--- src/rtl/core/tea_pkg.sv ---
// ----------------------------------------------------------------------------
// tea_pkg
// Shared types, constants and the round mixing function of the TEA
// block encryption engine.
// ----------------------------------------------------------------------------
package tea_pkg;

  // Word width of one half block and of one key word.
  localparam int unsigned WORD_W = 32;

  // Default number of Feistel cycles (each cycle updates both halves).
  localparam int unsigned CYCLE_COUNT_DEF = 32;

  // Golden-ratio increment of the running sum.
  localparam logic [WORD_W-1:0] TEA_DELTA = 32'h9E37_79B9;

  // Number of key words and the width of the register index.
  localparam int unsigned KEY_WORDS = 4;
  localparam int unsigned CFG_IDX_W = $clog2(KEY_WORDS);

  typedef logic [WORD_W-1:0] tea_word_t;

  // Register index codes of the configuration port.
  typedef enum logic [CFG_IDX_W-1:0] {
    KEY_WORD0 = 2'd0,
    KEY_WORD1 = 2'd1,
    KEY_WORD2 = 2'd2,
    KEY_WORD3 = 2'd3
  } tea_reg_idx_t;

  // Two halves as they travel through the pipeline. Each stage updates x
  // from y and hands the pair on swapped, so the roles alternate.
  typedef struct packed {
    tea_word_t x;
    tea_word_t y;
  } tea_lane_t;

  // Mixing term added to one half, built from the other half.
  function automatic tea_word_t tea_mix(input tea_word_t y, input tea_word_t k_shl,
                                        input tea_word_t k_shr, input tea_word_t sum);
    tea_mix = ((y << 4) + k_shl) ^ (y + sum) ^ ((y >> 5) + k_shr);
  endfunction

endpackage

--- src/rtl/core/tea_half_stage.sv ---
// ----------------------------------------------------------------------------
// tea_half_stage
// One pipeline stage of TEA: updates one half of the block from the other
// half, a pair of key words and the round sum, then registers the result.
// ----------------------------------------------------------------------------
module tea_half_stage
  import tea_pkg::*;
(
  input  logic      clk,
  input  logic      rst_n,
  input  logic      advance,
  input  logic      in_valid,
  input  tea_lane_t in_lane,
  input  tea_word_t key_shl,
  input  tea_word_t key_shr,
  input  tea_word_t round_sum,
  output logic      out_valid,
  output tea_lane_t out_lane
);

  logic      valid_r;
  tea_lane_t lane_r;
  tea_lane_t lane_nxt;

  // The updated half becomes the source of the next stage; the unchanged
  // half is the one the next stage updates.
  always_comb begin
    lane_nxt.x = in_lane.y;
    lane_nxt.y = in_lane.x + tea_mix(in_lane.y, key_shl, key_shr, round_sum);
  end

  // Valid bit is reset; the payload only follows it.
  always_ff @(posedge clk) begin
    if (!rst_n) begin
      valid_r <= 1'b0;
    end else if (advance) begin
      valid_r <= in_valid;
    end
  end

  always_ff @(posedge clk) begin
    if (advance) begin
      lane_r <= lane_nxt;
    end
  end

  assign out_valid = valid_r;
  assign out_lane  = lane_r;

endmodule

--- config.mk ---
export PLATFORM = sky130hd
export DESIGN_NAME = tea_half_stage
export DESIGN_NICKNAME = d
export VERILOG_FILES = /design/src/rtl/core/tea_pkg.sv /design/src/rtl/core/tea_half_stage.sv
export SDC_FILE = /design/constraint.sdc
export NUM_CORES = 1
export LEC_CHECK = 0
export ABC_AREA = 1
export CAP_MARGIN = 40
export CORE_UTILIZATION = 45
export DETAILED_ROUTE_END_ITERATION = 12
export DONT_BUFFER_PORTS = 1
export SLEW_MARGIN = 20
export SYNTH_ARGS = -nofsm -noshare
export SYNTH_HDL_FRONTEND = slang
export SYNTH_SLANG_ARGS = --single-unit
--- constraint.sdc ---
create_clock -name clk -period 9.05 [get_ports clk]
set_clock_uncertainty 0.1 [all_clocks]
set_input_delay 0.4525 -clock clk [delete_from_list [all_inputs] [get_ports clk]]
set_output_delay 0.4525 -clock clk [all_outputs]
set_load 0.05 [all_outputs]
After elaboration in Yosys (flattened, before gate mapping)
Index checks and enable logic that the tools add are counted.
Widths: inputs -> output; s select.
- bits in registers: 65
- input port bits: 164
- word-level logic and storage cells: 9
- add/sub/neg operators: 4
- bitwise gates (word level): 2
- operators by type and width (kind ; count):
    $add 32x32->32 ; 3
    $xor 32x32->32 ; 2
    $add 27x32->32 ; 1

Longest topological paths before layout
Gate-level depths: netlist of run 1.
- word-level depth: 4
- gate-level depth with buffers: 29
- mapped depth without buffers: 29

Worst setup path after synthesis of run 1
Ideal clock, no wire load.
- path kind: input to register
- start point: in in_lane[0] (netlist bit)
- end point: reg lane_r (netlist bit out_lane[29]) (data pin)
- arrival: 3.245 ns
- path slack: 5.440 ns
- cell stages on the path: 19
- path buffers: 0
- cell sequence: ha_1 -> fa_1 -> nand2_1 -> nand2_1 -> o21ai_2 -> inv_1 -> nand3_1 -> nand3_2 -> xnor2_1 -> xor2_1 -> xor2_1 -> ha_1 -> a21oi_1 -> inv_1 -> a31oi_1 -> o21ai_0 -> a21oi_1 -> o21ai_0 -> xor2_1
- RTL lines (item ; RTL line ; text):
    start, declared ; tea_half_stage.sv:13 ; input tea_lane_t in_lane,
    end signal, assigned ; tea_half_stage.sv:43 ; lane_r <= lane_nxt;
    end, declared ; tea_half_stage.sv:22 ; tea_lane_t lane_r;

==> impl_metrics.json, run 1 <==
{
  "status": "finished clean",
  "boundaryPins": 229,
  "cellPowerDensity_nw_per_um2": 241,
  "cts_tree": "built",
  "area_growth_pct": 7.07,
  "cts_buffer_depth": 2,
  "final_cell_mix": "nand2_1, inv_1, nor2_1, ha_1, a21oi_1",
  "power.internal_w": 0.00123,
  "power.switching_w": 0.00132,
  "dieHeight_um": 150,
  "final.setup.tns_ps": 0,
  "rows": 53,
  "p_sw_share_pct": 51.8,
  "cts_buffers": 9,
  "ys_types": 46,
  "syn_area_per_cell_um2": 6.80,
  "ctsResizeCount": 0,
  "die-area_um2": 22600,
  "ir_drop_mv": 0.0902,
  "rrSetupSlack_ps": 7970,
  "cp_max_fo": 4,
  "worst_pin_slew_ps": 559,
  "yosys_warnings": 0,
  "final_common_cell": "nand2_1",
  "slew_violations": 0,
  "port_buffers": 0,
  "grt_setup_unrepaired": "false",
  "finalHoldViolations": 0,
  "core_um2": 21300,
  "ant_nets": 0,
  "cts_max_level": 3,
  "criticalPathCategory": "input pin to flop",
  "setup_viol": 0,
  "drv_cap": 0,
  "synth_nets": 1746,
  "timing.final.crit_share_pct": 45.3,
  "grt_usage_pct": 30.4,
  "grt_pass1_wl_mm": 50.9,
  "wl_per_cell_um": 19.4,
  "cp.arrival_ps": 4100,
  "dp_slack_ps": 4640,
  "vias_per_cell": 5.52,
  "grt_antenna_before_repair": 0,
  "p_leak_nw": 5.15,
  "initial_core_util_pct": 46.5,
  "fp.dieW_um": 150,
  "p_seq_share_pct": 31.4,
  "layout-drive-gt1-share_pct": 5.83,
  "grt_pass1_vias": 9305,
  "fin_cells": 1749,
  "clkLatencyLatePin_ps": 360,
  "layout_min_cycle_time_ps": 4100,
  "cts_hold_buf": 0,
  "clkPwrFrac_pct": 17.3,
  "worst_setup_path_start_kind": "input pin",
  "fmax_ghz": 0.244,
  "place_hpwl_mm": 29.5,
  "grt_max_degree": 67,
  "antenna_cells": 0,
  "ys_seq_elements": 65,
  "r2r_end": "out_valid",
  "syn_inst": 1457,
  "final_util_pct": 49.8,
  "r2r-start": "out_valid",
  "totalWireLength_mm": 33.9,
  "fin_nets": 1758,
  "placed_cells": 1733,
  "grt_overflow": 0,
  "synth_area_um2": 9900,
  "path_clk_slew_ps": 80,
  "min_from": "in_lane[23]",
  "cts_root_buffer": "clkbuf_16",
  "route.detailed.drc": 0,
  "hold_slack_ps": 76.8,
  "worst_ep_required_time_ps": 9050,
  "whs_path_depth": 0,
  "cts.sink_count": 65,
  "gp_congestion": 0.946,
  "rr_worst_depth": 2,
  "drt_iter0_markers": 517,
  "hold_path_class": "input pin to flop",
  "end_kind": "flop",
  "vias": 9656,
  "relSlewSlack_pct": 62.4,
  "drt_first_pass_iters": 5,
  "postLayoutSetupSlackWorst_ps": 4950,
  "hold_end": "out_lane[55]",
  "combPwrFrac_pct": 51.3,
  "post_cts_buffers": 0,
  "ys_seq_area_share_pct": 19.6
}
per-layer routing:
metal	routed length, µm	track usage [%]
met4	1030	10.5
met1	15200	40.4
met5	0	0
met2	15300	49.5
met3	2470	5.15
final cells by class:
class,instances,area [µm²]
inverters,174,653
clock buffers,10,239
multi-input cells,1218,7310
clock inverters,6,114
fillers,2173,10700
well taps,275,344
flip-flops and latches,65,1940
repair buffers,1,3.75
power groups by stage:
stage | Combinational, W | Clock, W | Sequential (W)
floorplan | 0.000986 | 0 | 0.000797
global placement | 0.00130 | 0 | 0.000807
detailed placement | 0.00130 | 0 | 0.000809
CTS | 0.00130 | 0.000450 | 0.000805
global route | 0.00147 | 0.000456 | 0.000815
finish | 0.00131 | 0.000443 | 0.000802
cells in the mapped netlist, drive strengths merged:
master | number | area (µm²)
nor4 | 5 | 31.3
fa | 4 | 80.1
a31o | 1 | 8.76
xnor2 | 56 | 490
a31oi | 13 | 81.3
o211ai | 2 | 15.0
inv | 173 | 649
dfxtp | 1 | 20.0
a21oi | 123 | 649
clkinv | 1 | 3.75
xor2 | 80 | 708
a21boi | 3 | 26.3
o21bai | 11 | 97.6
a211oi | 1 | 7.51
nand4 | 12 | 75.1
o2111ai | 1 | 8.76
and2 | 1 | 6.26
o31ai | 1 | 7.51
nor3 | 19 | 115
o221ai | 1 | 8.76
a21o | 26 | 195
nor2 | 154 | 601
nand2 | 412 | 1610
o21ai | 59 | 325
nand3 | 87 | 465
a221oi | 1 | 8.76
nand3b | 11 | 82.6
o211a | 1 | 10.0
o21a | 5 | 37.5
edfxtp | 64 | 1920
or2 | 7 | 43.8
ha | 121 | 1510
worst max path at each step:
stage,end,cells after the start,start,slack (ps)
finish,out_lane[25],22,in_lane[0],4950
global route,out_lane[19],19,in_lane[0],4750
CTS,out_lane[25],22,in_lane[0],5000
detailed placement,out_lane[25],22,in_lane[0],4640
global placement,out_lane[25],22,in_lane[0],4330
floorplan,out_lane[29],19,in_lane[0],5440
critical path, cell delays in order:
cell	delay [ps]
ha_1	150
inv_1	60
fa_1	410
o21ai_2	220
nand2_1	90
nand2_2	120
nand2_1	90
nand3_2	100
xor2_2	210
xor2_1	200
nand2_1	70
inv_1	50
nor2_1	60
ha_1	380
nand2_1	130
nor4_1	550
buf_1	230
nand3_1	140
nand3_1	170
nand2_1	70
nand2_1	80
xor2_1	70
per-stage QoR:
stage / instance area, µm² / power, W
after floorplan: 9900 / 0.00178
after CTS: 10600 / 0.00256
after global placement: 10200 / 0.00210
after global routing: 10600 / 0.00274
final: 10600 / 0.00256
after detailed placement: 10300 / 0.00211
cells by family after synthesis:
logic type                 count (synthesis)  share of synthesized area [%]
adders and majority gates                125                           16.1
DFF                                       65                           19.6
and+or+nand+nor                          708                           30.6
buffers and inverters                    174                           6.59
xor gates and xnor gates                 136                           12.1
AOI/OAI and AO/OA                        249                           15.0
state kept, by name, summed over array words and instances, names as in the netlist:
| signal | count |
|---|---|
| out_lane | 64 |
| out_valid | 1 |
Note: power is estimated with default switching activity, not from simulation.
==> run 2, diff against run 1 <==
--- a/config.mk
+++ b/config.mk
@@ -5,7 +5,7 @@
 export SDC_FILE = /design/constraint.sdc
 export NUM_CORES = 1
 export LEC_CHECK = 0
-export ABC_AREA = 1
+export ABC_AREA = 0
 export CAP_MARGIN = 40
 export CORE_UTILIZATION = 45
 export DETAILED_ROUTE_END_ITERATION = 12
==> constraint.sdc (replaced) <==
create_clock -name clk -period 4 [get_ports clk]
set_clock_uncertainty 0.1 [all_clocks]
set_input_delay 0.2 -clock clk [delete_from_list [all_inputs] [get_ports clk]]
set_output_delay 0.2 -clock clk [all_outputs]
set_load 0.05 [all_outputs]
==> run 2 against run 1 <==
Routed wire length down 21%. Non-clock buffer count up 266. Hold slack better by 100 ps. Combinational power increased to 3.2 times the previous value. Global-route usage shrank 2.2 points. Synthesized cell count decreased by 39%. Register-to-register slack worse by 5600 ps. Critical path depth shrank 1. Flip-flop and latch count is the same. First-iteration DRC count decreased by 7.5%. Clock-buffer cell count rose by 1. Critical endpoint is now out_lane[31].
==> impl_metrics.json, run 2 <==
{
  "ys_top_cells_by_count": "xnor2_1, ha_1, a21oi_1",
  "cts_buffer_depth": 2,
  "wl_per_cell_um": 19.1,
  "ys_types": 63,
  "cp_max_fo": 5,
  "criticalPathCategory": "input pin to flop",
  "core_um2": 17900,
  "dr_wl_met2_mm": 11.4,
  "status": "finished clean",
  "port_buffers": 0,
  "cts_tree": "built",
  "p_seq_share_pct": 27.1,
  "fin_nets": 1453,
  "worst_pin_slew_ps": 530,
  "place_hpwl_mm": 21.6,
  "ir_drop_mv": 0.500,
  "grt_pass1_wl_mm": 39.8,
  "placed_cells": 1335,
  "highest_layer": "met4",
  "largest_register_ff_count": 64,
  "hold_slack_ps": 178,
  "p_sw_share_pct": 44.6,
  "cts_max_level": 3,
  "grt_antenna_before_repair": 0,
  "grt_max_degree": 66,
  "final_common_cell": "buf_4",
  "ys.flop_type": "edfxtp_1",
  "cp.arrival_ps": 3980,
  "hold_path_class": "input pin to flop",
  "slew_violations": 0,
  "cts_root_buffer": "clkbuf_16",
  "synth_area_um2": 8210,
  "totalWireLength_mm": 26.6,
  "fin_cells": 1398,
  "fp.dieW_um": 137,
  "layout-drive-gt1-share_pct": 27.3,
  "clkLatencyLatePin_ps": 340,
  "power.internal_w": 0.00381,
  "synth_nets": 1179,
  "fmax_ghz": 0.251,
  "synth-edff-count": 64,
  "synth.largest_area_cell": "edfxtp_1",
  "grt_setup_unrepaired": "true",
  "ant_nets": 0,
  "yosys_warnings": 0,
  "place_area_um2": 10200,
  "grt_pass1_vias": 7559,
  "timing.final.crit_share_pct": 99.7,
  "antenna_cells": 0,
  "end_kind": "flop",
  "layout_min_cycle_time_ps": 3990,
  "path_clk_slew_ps": 60,
  "cellPowerDensity_nw_per_um2": 610,
  "combPwrFrac_pct": 61.3,
  "grt_usage_pct": 28.2,
  "dieHeight_um": 137,
  "fillers": 1516,
  "p_leak_nw": 5.07,
  "met3WireLength_mm": 2.09,
  "drt_iter0_markers": 478,
  "drt_first_pass_iters": 5,
  "boundaryPins": 229,
  "setup_viol": 0,
  "async_flop_share_pct": 0,
  "final_cell_mix": "buf_4, xnor2_1, ha_1, a21oi_1, edfxtp_1",
  "total_power_w": 0.00687,
  "gp_congestion": 0.911,
  "finalHoldViolations": 0,
  "grt_overflow": 0,
  "worst_setup_path_start_kind": "input pin",
  "initial_core_util_pct": 45.9,
  "fin_area_um2": 11300,
  "synth_top_area_share_pct": 23.4,
  "ys_seq_elements": 65,
  "power.switching_w": 0.00306,
  "die-area_um2": 18800,
  "area_growth_pct": 37.1,
  "worst_ep_required_time_ps": 3990,
  "rows": 49,
  "syn_inst": 890,
  "clkPwrFrac_pct": 11.6,
  "relSlewSlack_pct": 64.7,
  "synth_area_leaders": "edfxtp_1, ha_1, xnor2_1, a21oi_1, a21o_1",
  "ys_seq_area_share_pct": 23.6,
  "wl_met1_mm": 12.5,
  "cts.sink_count": 65,
  "vias_per_cell": 5.64,
  "vias": 7884,
  "drv_cap": 0,
  "syn_area_per_cell_um2": 9.23,
  "yosysMostFrequentCell": "xnor2_1",
  "cts_buffers": 9,
  "route.detailed.drc": 0
}
run 2: cell types whose count changed after synthesis, sizes merged, moves of 11 or more:
| cell | change |
|---|---|
| nor2 | -105 |
| nand3 | -65 |
| inv | -146 |
| xnor2 | +74 |
| nor2b | +11 |
| a21oi | -36 |
| and3 | +14 |
| nand2 | -367 |
| nand2b | +14 |
| xor2 | -46 |
| a21o | +31 |
| nand3b | -11 |
run 2: kinds of logic after synthesis:
kind of cell | count (synthesis) | synth area share, %
xor gates and xnor gates | 171 | 19.4
AOI/OAI and AO/OA | 299 | 24.1
DFF | 65 | 23.6
muxes | 1 | 0.122
buffers and inverters | 31 | 1.42
and+or+nand+nor | 198 | 11.8
adders and majority gates | 125 | 19.4
run 2: layout make-up:
| type | count | area (µm²) | area share, % |
|---|---|---|---|
| timing repair buffer | 267 | 2110 | 18.8 |
| inverter | 27 | 101 | 0.900 |
| multi-input combinational | 794 | 6530 | 58.0 |
| tap | 229 | 287 | 2.54 |
| sequential | 65 | 1940 | 17.2 |
| clock buffer | 11 | 233 | 2.07 |
| clock inverter | 5 | 56.3 | 0.500 |
run 2: critical path, stage by stage:
cell and delay [ps]:
ha_4 140, inv_2 50, fa_2 190, nor2b_1 50
o21ai_1 130, nand2b_1 140, a311o_1 350, a41o_4 270
a221oi_4 270, xnor2_1 160, xnor2_1 150, xor2_1 280
ha_1 290, a21oi_2 140, o21ai_2 80, a211o_1 250
a31o_2 210, a21o_1 190, a31oi_4 160, o31ai_2 90
xor3_1 180
run 2: power by group through the flow:
stage / registers (W) / clock network, W / logic [W]
floorplan: 0.00185 / 0 / 0.00244
global placement: 0.00187 / 0 / 0.00377
detailed placement: 0.00188 / 0 / 0.00382
CTS: 0.00187 / 0.000818 / 0.00403
global route: 0.00189 / 0.000841 / 0.00460
finish: 0.00186 / 0.000795 / 0.00421
run 2: worst paths after layout:
path	start	to	slack, ps	cells past startpoint
setup reg to reg	out_valid	out_valid	2400	3
setup / recovery	in_lane[5]	out_lane[31]	10	21
hold / removal	in_lane[34]	out_lane[2]	180	2
hold reg to reg	out_valid	out_valid	1230	3
run 2: repair_timing:
item                                   CTS  global route
gates resized for setup                 32            33
hold buffers                            37             0
endpoints found under the hold margin   99             0
pin swaps                               45            22
cloned                                   0             0
setup endpoints to repair                8            14
buffers inserted                         8             3
run 2: per-layer routing:
metal | GRT usage, % | vias up
met2 | 41.3 | 279
li1 | - | 3893
met3 | 7.78 | 39
met4 | 8.06 | 0
met1 | 40.0 | 3673
met5 | 0 | -
run 2: metrics by stage:
step | utilization [%] | setup slack (ps) | TNS, ps
finish | 62.9 | 10.7 | 0
detailed placement | 57.2 | -649 | -4700
CTS | 62.0 | -94.7 | -139
global placement | 57.2 | -524 | -4050
global route | 62.9 | -166 | -706
floorplan | - | -124 | -297
==> run 3, diff against run 2 <==
--- a/config.mk
+++ b/config.mk
@@ -10,6 +10,7 @@
 export CORE_UTILIZATION = 45
 export DETAILED_ROUTE_END_ITERATION = 12
 export DONT_BUFFER_PORTS = 1
+export GPL_TIMING_DRIVEN = 0
 export SLEW_MARGIN = 20
 export SYNTH_ARGS = -nofsm -noshare
 export SYNTH_HDL_FRONTEND = slang
==> run 3 against run 2 <==
The flow now finishes with violations (negative setup slack). Clock-buffer cell count is 2 lower. Sequential share of layout area is 2.0 points higher. Via count is 9.3% lower. Register-to-register slack hardly changed. Fmax is 2.6% lower. Hold slack worse by 51 ps. Critical path depth is 1 higher. Non-clock buffer count is 191 lower. Critical path type unchanged. Critical endpoint unchanged. Largest power group unchanged. Highest routed layer unchanged.
==> impl_metrics.json, run 3 (same netlist as run 2, synthesis figures left out) <==
{
  "antenna_cells": 0,
  "port_buffers": 0,
  "cts_root_buffer": "clkbuf_16",
  "ant_nets": 0,
  "violations": "negative setup slack",
  "total_power_w": 0.00651,
  "dr_wl_met2_mm": 10.7,
  "drt_iter0_markers": 370,
  "grt_setup_unrepaired": "true",
  "fp.dieW_um": 137,
  "worst_ep_required_time_ps": 3990,
  "cts_tree": "built",
  "largest_register_ff_count": 64,
  "p_leak_nw": 4.20,
  "drv_cap": 0,
  "fin_area_um2": 10100,
  "fmax_ghz": 0.244,
  "postLayoutSetupSlackWorst_ps": -94.1,
  "critical_path.max_stage_delay_ps": 350,
  "drt_first_pass_iters": 5,
  "grt_overflow": 0,
  "boundaryPins": 229,
  "die-area_um2": 18800,
  "cts_buffer_depth": 2,
  "criticalPathCategory": "input pin to flop",
  "cp_max_fo": 5,
  "finalHoldViolations": 0,
  "timing.final.crit_share_pct": 102,
  "highest_layer": "met4",
  "grt_usage_pct": 26.3,
  "place_area_um2": 8600,
  "path_clk_slew_ps": 60,
  "crit_path_cell_trace": "ha_4 -> inv_2 -> fa_2 -> nor2b_1 -> o21ai_1 -> nand2b_1 -> a311o_1 -> a31o_2 -> a21o_1 -> a21oi_2 -> xnor2_2 -> xnor2_2 -> ha_4 -> nand4_1 -> nor2_1 -> o211ai_1 -> nand2_1 -> a31o_2 -> a21o_1 -> a31oi_4 -> o31ai_2 -> xor3_1",
  "place_hpwl_mm": 19.4,
  "dieHeight_um": 137,
  "worst_pin_slew_ps": 534,
  "core_um2": 17900,
  "rrSetupSlack_ps": 2410,
  "hold_path_class": "input pin to flop",
  "cp.arrival_ps": 4080,
  "worst_setup_path_start_kind": "input pin",
  "grt_antenna_before_repair": 0,
  "grt_pass1_wl_mm": 36.7,
  "final_common_cell": "xnor2_1",
  "vias": 7152,
  "cts_max_level": 3,
  "wl_met1_mm": 11.7,
  "totalWireLength_mm": 24.9,
  "end_kind": "flop",
  "crit_slowest_cell": "a311o_1",
  "final_cell_mix": "xnor2_1, ha_1, edfxtp_1, a21oi_1, a21o_1",
  "status": "finished with violations",
  "setup_viol": 2,
  "met3WireLength_mm": 2.02,
  "grt_max_degree": 66,
  "vias_per_cell": 5.93,
  "route.detailed.drc": 0,
  "fillers": 1635,
  "layout_min_cycle_time_ps": 4090,
  "gp_congestion": 0.915,
  "slew_violations": 0,
  "cellPowerDensity_nw_per_um2": 645,
  "relSlewSlack_pct": 64.0,
  "grt_pass1_vias": 6767,
  "ir_drop_mv": 0.417,
  "initial_core_util_pct": 45.9,
  "clkLatencyLatePin_ps": 350,
  "area_growth_pct": 23.0,
  "cts.sink_count": 65,
  "layout-drive-gt1-share_pct": 16.5,
  "hold_slack_ps": 127,
  "fin_nets": 1262,
  "cts_buffers": 9,
  "rows": 49,
  "wl_per_cell_um": 20.6
}
-- run 3: cell types whose count changed in the layout (fill, tap and decap cells not counted), sizes merged --
| cell | previous run | this run |
|---|---|---|
| clkbuf | 11 | 13 |
| bufinv | 1 | 3 |
| buf | 231 | 36 |
-- run 3: worst max-delay path: cells and delay by family --
family	cells	cell delay, ps
XOR/XNOR	3	530
adder cells (fa/ha/maj)	3	660
buffers and inverters	1	50
AND/OR/NAND/NOR	5	650
AO/OA/AOI/OAI	10	1980
-- run 3: final timing paths --
check	startpoint	endpoint	cells after the start
setup / recovery	in_lane[5]	out_lane[31]	22
hold / removal	in_lane[40]	out_lane[8]	2
setup reg to reg	out_valid	out_valid	3
hold reg to reg	out_valid	out_valid	3
-- run 3: final cells by class --
cell class                      count  area, µm²  share of cell area (%)
Multi-Input combinational cell    794       6740                    66.8
Clock inverter                      7        119                    1.18
Clock buffer                        9        225                    2.23
Tap cell                          229        287                    2.84
Buffer                              4       15.0                   0.149
Timing Repair Buffer               72        667                    6.60
Inverter                           27        101                    1.00
Sequential cell                    65       1940                    19.2
-- run 3: routing by layer --
| metal | GRT usage [%] | up-vias |
|---|---|---|
| met5 | 0 | - |
| met4 | 7.08 | 0 |
| met3 | 7.41 | 37 |
| met2 | 39.0 | 248 |
| met1 | 37.0 | 3360 |
| li1 | - | 3507 |
-- run 3: per-stage QoR --
step / std cells / utilization (%) / setup WS (ps) / setup TNS [ps]
2_1_floorplan: 890 / - / -124 / -297
3_3_place_gp: 1119 / 48.0 / -988 / -9570
3_5_place_dp: 1119 / 48.0 / -988 / -9730
4_1_cts: 1189 / 54.0 / -114 / -322
5_1_grt: 1207 / 56.4 / -310 / -1380
6_report: 1207 / 56.4 / -94.1 / -140
-- run 3: what timing repair did --
action | 4_1_cts | 5_1_grt
setup endpoints to repair | 13 | 13
resized for setup | 42 | 58
cloned | 0 | 0
hold buffers | 37 | 0
hold endpoints to repair | 99 | 0
pin swaps | 24 | 29
buffers inserted | 17 | 18
-- run 3: report_power, final --
part / total, W / internal (W) / switching (W)
combinational: 0.00371 / 0.00179 / 0.00191
clock: 0.000941 / 0.000609 / 0.000332
sequential: 0.00186 / 0.00111 / 0.000753
